`config.mk`:
```
export PLATFORM = sky130hd
export DESIGN_NAME = ptom_scan
export DESIGN_NICKNAME = d
export VERILOG_FILES = /design/src/price_time_order_matcher_assert.svh /design/src/ptom_pkg.sv /design/src/ptom_scan.sv
export SDC_FILE = /design/constraint.sdc
export NUM_CORES = 1
export LEC_CHECK = 0
export BUFFER_PORTS_ARGS = -buffer_cell sky130_fd_sc_hd__buf_2
export CAP_MARGIN = 20
export CORE_ASPECT_RATIO = 0.8
export CORE_UTILIZATION = 45
export CTS_CLUSTER_DIAMETER = 60
export DETAILED_ROUTE_END_ITERATION = 7
export MAX_ROUTING_LAYER = met4
export PLACE_DENSITY = 0.71
export SLEW_MARGIN = 20
export SYNTH_ARGS = -nofsm -noshare
export SYNTH_HDL_FRONTEND = slang
export SYNTH_SLANG_ARGS = --single-unit
export TNS_END_PERCENT = 10
```
`constraint.sdc`:
```
create_clock -name aclk -period 13 [get_ports aclk]
set_clock_uncertainty 0.2 [all_clocks]
set_input_delay 1.3 -clock aclk [delete_from_list [all_inputs] [get_ports aclk]]
set_output_delay 1.3 -clock aclk [all_outputs]
set_load 0.005 [all_outputs]
```
`src/price_time_order_matcher_assert.svh`:
```
// Assertion macros used by the order matcher RTL.
`ifndef PRICE_TIME_ORDER_MATCHER_ASSERT_SVH
`define PRICE_TIME_ORDER_MATCHER_ASSERT_SVH

// Implication checked on every clock edge outside reset.
`define PTOM_ASSERT_IMPLY(name, ante, cons) \
    name: assert property (@(posedge aclk) disable iff (!aresetn) (ante) |-> (cons)) \
        else $error("order matcher assertion failed");

// Next-cycle implication checked outside reset.
`define PTOM_ASSERT_NEXT(name, ante, cons) \
    name: assert property (@(posedge aclk) disable iff (!aresetn) (ante) |=> (cons)) \
        else $error("order matcher assertion failed");

`endif

```
`src/ptom_pkg.sv`:
```
// Shared types and constants of the order matcher.
package ptom_pkg;

    localparam int FILL_CAP = 64;
    localparam int FILL_CNT_W = 7;

    localparam logic KIND_TRADE = 1'b0;
    localparam logic KIND_REJECT = 1'b1;

    localparam logic SIDE_BUY = 1'b0;
    localparam logic SIDE_SELL = 1'b1;

    typedef struct packed {
        logic        valid;
        logic [15:0] price;
        logic [31:0] quantity;
        logic [31:0] id;
        logic [31:0] arrival;
    } slot_t;

    typedef struct packed {
        logic        found;
        logic [15:0] price;
        logic [31:0] quantity;
        logic [31:0] id;
        logic [31:0] arrival;
    } best_t;

    // True when arrival a lies behind b modulo 2^32.
    function automatic logic is_older(input logic [31:0] a, input logic [31:0] b);
        logic [31:0] d;
        d = b - a;
        return (d != 32'd0) && !d[31];
    endfunction

endpackage

```
`src/ptom_scan.sv`:
```
// Book scanner: best bid, best ask and first free slot of each table.
module ptom_scan import ptom_pkg::*; #(
    parameter int ORDER_SLOTS = 64,
    parameter int AW = 7
) (
    input  logic          aclk,
    input  logic          clr,
    input  logic          beat,
    input  logic [AW-1:0] beat_idx,
    input  slot_t         beat_slot,
    output best_t         bid,
    output best_t         ask,
    output logic [AW-1:0] bid_idx,
    output logic [AW-1:0] ask_idx,
    output logic          free_bid_found,
    output logic          free_ask_found,
    output logic [AW-1:0] free_bid_idx,
    output logic [AW-1:0] free_ask_idx
);

    localparam logic [AW-1:0] SPLIT = AW'(ORDER_SLOTS);

    best_t         bid_reg, bid_next, ask_reg, ask_next, cand;
    logic [AW-1:0] bid_idx_reg, bid_idx_next, ask_idx_reg, ask_idx_next;
    logic          fb_reg, fb_next, fa_reg, fa_next;
    logic [AW-1:0] fbi_reg, fbi_next, fai_reg, fai_next;
    logic          in_ask;

    always_comb begin
        in_ask = beat_idx >= SPLIT;
        cand = '{found: 1'b1, price: beat_slot.price, quantity: beat_slot.quantity,
                 id: beat_slot.id, arrival: beat_slot.arrival};
        bid_next = bid_reg;
        ask_next = ask_reg;
        bid_idx_next = bid_idx_reg;
        ask_idx_next = ask_idx_reg;
        fb_next = fb_reg;
        fa_next = fa_reg;
        fbi_next = fbi_reg;
        fai_next = fai_reg;
        if (clr) begin
            bid_next.found = 1'b0;
            ask_next.found = 1'b0;
            fb_next = 1'b0;
            fa_next = 1'b0;
        end else if (beat) begin
            if (beat_slot.valid && !in_ask) begin
                if (!bid_reg.found || beat_slot.price > bid_reg.price
                    || (beat_slot.price == bid_reg.price
                        && is_older(beat_slot.arrival, bid_reg.arrival))) begin
                    bid_next = cand;
                    bid_idx_next = beat_idx;
                end
            end
            if (beat_slot.valid && in_ask) begin
                if (!ask_reg.found || beat_slot.price < ask_reg.price
                    || (beat_slot.price == ask_reg.price
                        && is_older(beat_slot.arrival, ask_reg.arrival))) begin
                    ask_next = cand;
                    ask_idx_next = beat_idx;
                end
            end
            if (!beat_slot.valid && !in_ask && !fb_reg) begin
                fb_next = 1'b1;
                fbi_next = beat_idx;
            end
            if (!beat_slot.valid && in_ask && !fa_reg) begin
                fa_next = 1'b1;
                fai_next = beat_idx;
            end
        end
    end

    always_ff @(posedge aclk) begin
        bid_reg <= bid_next;
        ask_reg <= ask_next;
        bid_idx_reg <= bid_idx_next;
        ask_idx_reg <= ask_idx_next;
        fb_reg <= fb_next;
        fa_reg <= fa_next;
        fbi_reg <= fbi_next;
        fai_reg <= fai_next;
    end

    assign bid = bid_reg;
    assign ask = ask_reg;
    assign bid_idx = bid_idx_reg;
    assign ask_idx = ask_idx_reg;
    assign free_bid_found = fb_reg;
    assign free_ask_found = fa_reg;
    assign free_bid_idx = fbi_reg;
    assign free_ask_idx = fai_reg;

endmodule

```
Yosys cells after proc, flatten, opt, wreduce, memory -nomap -nowiden
Index checks and enable logic that the tools add are counted.
{"block": "word_totals", "out_inout_bits": 256, "reg_bits": 256, "inputBits": 123, "elab_cells": 56}
{"block": "op_classes", "n_reduce_logical": 32, "n_eq_ne": 2, "addsub": 2, "n_lt_le_gt_ge": 3, "bitwise": 1}
{"operator": "nonzero test 32 bit", "n": 2}
{"operator": "subtractor 32 bit", "n": 2}
{"operator": "equality test 16 bit", "n": 2}
{"operator": "greater-than comparator 16 bit", "n": 1}
{"operator": "< comparator 16 bit", "n": 1}
{"operator": "AND reduction 3 bit", "n": 4}
{"operator": "logical AND 1 bit", "n": 10}
{"operator": "logical NOT 1 bit", "n": 8}
{"operator": "AND reduction 4 bit", "n": 2}
{"operator": "greater-or-equal comparator 7 bit (second input constant)", "n": 1}
{"operator": "logical OR 1 bit", "n": 4}
{"operator": "AND reduction 2 bit", "n": 2}
{"operator": "NOT 1 bit", "n": 1}

Logic depth before layout (Yosys ltp)
{"block": "logic_depth", "depth_word": 6, "mapped_depth": 13, "depth_no_buf": 13}

Worst setup path before layout
Ideal clock, no wire load.
{"block": "synth_timing", "path_kind": "input port to flip-flop", "start": "input port beat_slot[0] (netlist name)", "end": "register bid_reg (netlist bit bid[0]), enable pin", "setup_slack_ns": 2.994, "path_buffers": 0, "cell_stages": 11, "setup_time_ns": 0.637, "arrival_time_ns": 9.169, "path_cell_list": "ha_1 fa_1 nor2b_1 o31ai_4 a2bb2oi_2 a21oi_4 o41ai_1 a31o_2 a21oi_1 xor2_1 a21oi_1"}
{"block": "synth_via", "elab_chain_cells": 6, "word_cells_on_any_way": 7, "classes_between": "1 x add/sub; 6 x reduce/logical"}
{"element": "from (decl)", "line_no": "ptom_scan.sv:10", "source": "input slot_t beat_slot,"}
{"element": "subtractor 32 bit *", "line_no": "ptom_pkg.sv:32", "source": "d = b - a;"}
{"element": "nonzero test 32 bit or logical NOT 1 bit (tied branches)", "line_no": "ptom_pkg.sv:33", "source": "return (d != 32'd0) && !d[31];"}
{"element": "logical AND 1 bit *", "line_no": "ptom_pkg.sv:33"}
{"element": "logical AND 1 bit *", "line_no": "ptom_scan.sv:50", "source": "&& is_older(beat_slot.arrival, bid_reg.arrival))) begin"}
{"element": "logical OR 1 bit *", "line_no": "ptom_scan.sv:49", "source": "|| (beat_slot.price == bid_reg.price"}
{"element": "AND reduction 4 bit (no line) *"}
{"element": "to (signal assigned)", "line_no": "ptom_scan.sv:75", "source": "bid_reg <= bid_next;"}
{"element": "to (decl)", "line_no": "ptom_scan.sv:23", "source": "best_t bid_reg, bid_next, ask_reg, ask_next, cand;"}
Every way passes the cells marked *; elsewhere a longest branch is shown, timed or not.
A chain may end at the register's enable or synchronous reset.

Final worst setup path
{"block": "layout_timing", "start": "input port beat_slot[0] (netlist name)", "end": "register ask_reg (netlist bit ask[80]), enable pin"}
{"block": "layout_via", "elab_chain_cells": 6, "word_cells_on_any_way": 7, "classes_between": "1 x add/sub; 6 x reduce/logical"}
{"element": "subtractor 32 bit *", "line_no": "ptom_pkg.sv:32"}
{"element": "nonzero test 32 bit or logical NOT 1 bit (tied branches)", "line_no": "ptom_pkg.sv:33"}
{"element": "logical AND 1 bit *", "line_no": "ptom_pkg.sv:33"}
{"element": "logical AND 1 bit *", "line_no": "ptom_scan.sv:58", "source": "&& is_older(beat_slot.arrival, ask_reg.arrival))) begin"}
{"element": "logical OR 1 bit *", "line_no": "ptom_scan.sv:57", "source": "|| (beat_slot.price == ask_reg.price"}
{"element": "AND reduction 4 bit (no line) *"}
{"element": "to (signal assigned)", "line_no": "ptom_scan.sv:76", "source": "ask_reg <= ask_next;"}
{"element": "to (decl)", "line_no": "ptom_scan.sv:23"}
Marked as above.

==> metrics.txt <==
CP Cell Sequence buf_2, ha_1, fa_1, xor2_1, o2111ai_1, a2111oi_0, nand4_1, nor4_1, o2111ai_1, nor2_1, and3_1, a21oi_4, buf_4; aggregate global-route resource usage 25.1%; Final setup viols 0; vias in the first global route ~9500; Startpoint Class input pin; Area growth, synth to finish 25.3%; Post-CTS Hold Buffers 0; port buffer count 378; synth unique cells 84; largest net degree at the start of global routing 75; # placed instances between 1500 and 2000; # rows 54; Routed WL per cell 20.4 µm; routability cong. 0.983; Cell Area, Synth 12800 µm²; post-route ant nets 0; H-tree Lvls 1; EDFF count, synth roughly 250; Avg Inst Size Synth around 13 µm²; DRC viols 0; postcts setup bufs 0; RSZ-0062 raised after global routing no; most frequent cells in the layout buf_2, edfxtp_1, ha_1; Fin Setup TNS 0 ns; Synth Instances 1023; Num CTS Buffers 25; FMAX 0.202 GHz; # clock sinks 256; Final HPWL DP ~29000 µm; crit share post-route roughly two fifths; starting density of the core 46.5%; Worst-path clk slew 0.07 ns; CP most frequent cell o2111ai_1; max-cap viol count 0; Iter 0 DRT Violations between 700 and 800; Seq/Total Area, Yosys between 50% and 60%; die area 29200 µm²; ratio of cells with drive above 1 in the final layout 32.6%; Top FF cell, synth edfxtp_1; Worst-Margin Slew 1.05 ns; GRT Residual Overflow 0; hold crit path type register to register; final net count about 1600; Crit Path Max Fanout between 70 and 80; data required time of the critical path 12.96 ns; YS warnings 0; CP startpoint beat_slot[0]; R2R depth 13; Resized Gates After CTS 0; reg2reg start ask[0]; Lkg Pwr 6.71 nW; worst endpoint data arrival time 4.92 ns; Slew Limit Headroom slightly above 30%; WS Path Type input pin to register; DP Worst Slack 7.52 ns; Core Area 27600 µm²; Final Hold Vio Count 0; Pre-antenna DRT Iters 5; outcome complete, no violations; #FFs+latches synth 256; CP top delay family compound AO/OA/AOI/OAI gates; max-slew violation count 0; fin cells 1794; DRT Wirelength between 30000 and 40000 µm; HP Start ask[112]; setup slack, reg-to-reg about 8.6 ns; insertion delay to the later sink of the worst-skew pair 0.56 ns; CP bufs+invs 2; CTS Buffer Depth 3; r2r endpoint ask[80]; routed vias between 9000 and 10000; post-layout min period 4.95 ns; hold path endpoint ask[112]; Clock Tree Root clkbuf_16; asr flop ratio synth 0%; critical path depth 13; IO Pins 379; Setup WS post-layout about 8.0 ns; Syn Nets approximately 1200; CP max stage delay 0.84 ns; die span in y 153 µm; Die X 191 µm; pwr dens 124 nW/µm²; most common cell after layout, fill and taps aside buf_2; CP Capture Type register; Hold Crit Depth 1; first-pass GRT wire length between 50000 and 60000 µm; VDD IR-drop max between 0.1 and 0.15 mV; CTS tree built; Via-to-Cell Ratio 5.53; initial antenna violation count 2; Worst path slowest cell a2111oi_0
==> metrics by stage <==
step / instance area (µm²) / power (mW) / util (%) / hold slack (ns)
finish: 16100 / 1.99 / 58.2 / 0.305
detailed placement: 15100 / 1.17 / 54.7 / 0.273
global route: 16100 / 2.06 / 58.2 / 0.332
global placement: 15100 / 1.17 / 54.7 / 0.258
CTS: 16100 / 2.00 / 58.2 / 0.288
floorplan: 12800 / 1.09 / - / 0.275
==> metal layers <==
metal	track usage (%)	wire (µm)	vias up
met3	4.59	2700	37
met5	-	0	-
met4	6.02	738	0
li1	-	-	4722
met1	35.4	16700	4700
met2	37.5	16400	458
==> worst reg2reg max path: cells and delay by family, from the launching register on <==
kind	cells	cell delay, ns
AOI/OAI and AO/OA	4	1.28
and+or+nand+nor	4	0.80
adders and majority gates	2	0.66
buffers and inverters	2	0.46
DFF	1	0.35
xor gates and xnor gates	1	0.23
==> final cells by class <==
cell class	instances	area, µm²
well taps	364	455
flip-flops and latches	256	7650
repair buffers	383	1930
fillers	2315	11500
inverters	88	330
clock buffers	26	629
multi-input cells	655	4770
clock inverters	20	324
diodes	2	5.00
==> worst max-delay path by stage <==
| stage | to |
|---|---|
| 6_report | ask[80] |
| 5_1_grt | bid[3] |
| 4_1_cts | ask[80] |
| 3_5_place_dp | ask[70] |
| 3_3_place_gp | bid[62] |
| 2_1_floorplan | bid[0] |
==> where the power goes <==
part	total, mW	internal (mW)	switching, mW
Sequential	0.931	0.925	0.00598
Combinational	0.229	0.0878	0.141
Clock	0.833	0.501	0.331
==> logic make-up (layout without fill, tap and decap cells) <==
group                      after synthesis  after routing  share of synthesized area (%)
DFF                                    256            256                           59.5
other                                    0              2                              0
buffers and inverters                  112            517                           3.59
AOI/OAI and AO/OA                      259            259                           14.7
xor gates and xnor gates                22             22                           1.50
muxes                                    7              7                          0.555
adders and majority gates               96             96                           9.47
and+or+nand+nor                        271            271                           10.6
==> cell usage after synthesis, drive strengths merged (8+ instances only) <==
| master | instances | area (µm²) |
|---|---|---|
| nand2 | 49 | 184 |
| buf | 9 | 72.6 |
| a2111oi | 9 | 116 |
| xnor2 | 10 | 87.6 |
| inv | 88 | 330 |
| xor2 | 12 | 105 |
| and3 | 9 | 56.3 |
| ha | 94 | 1180 |
| nor4 | 8 | 50.1 |
| o21ai | 42 | 218 |
| o211ai | 12 | 100 |
| nor2b | 12 | 75.1 |
| and2 | 8 | 50.1 |
| nor3b | 8 | 60.1 |
| nor3 | 26 | 130 |
| a21oi | 69 | 383 |
| edfxtp | 252 | 7570 |
| o2111ai | 9 | 78.8 |
| clkbuf | 15 | 57.6 |
| a21o | 24 | 180 |
| nor2 | 69 | 259 |
| a31oi | 9 | 62.6 |
| nand4 | 22 | 138 |
| nand3 | 30 | 150 |
No activity file was read; power rests on OpenSTA's default activity.
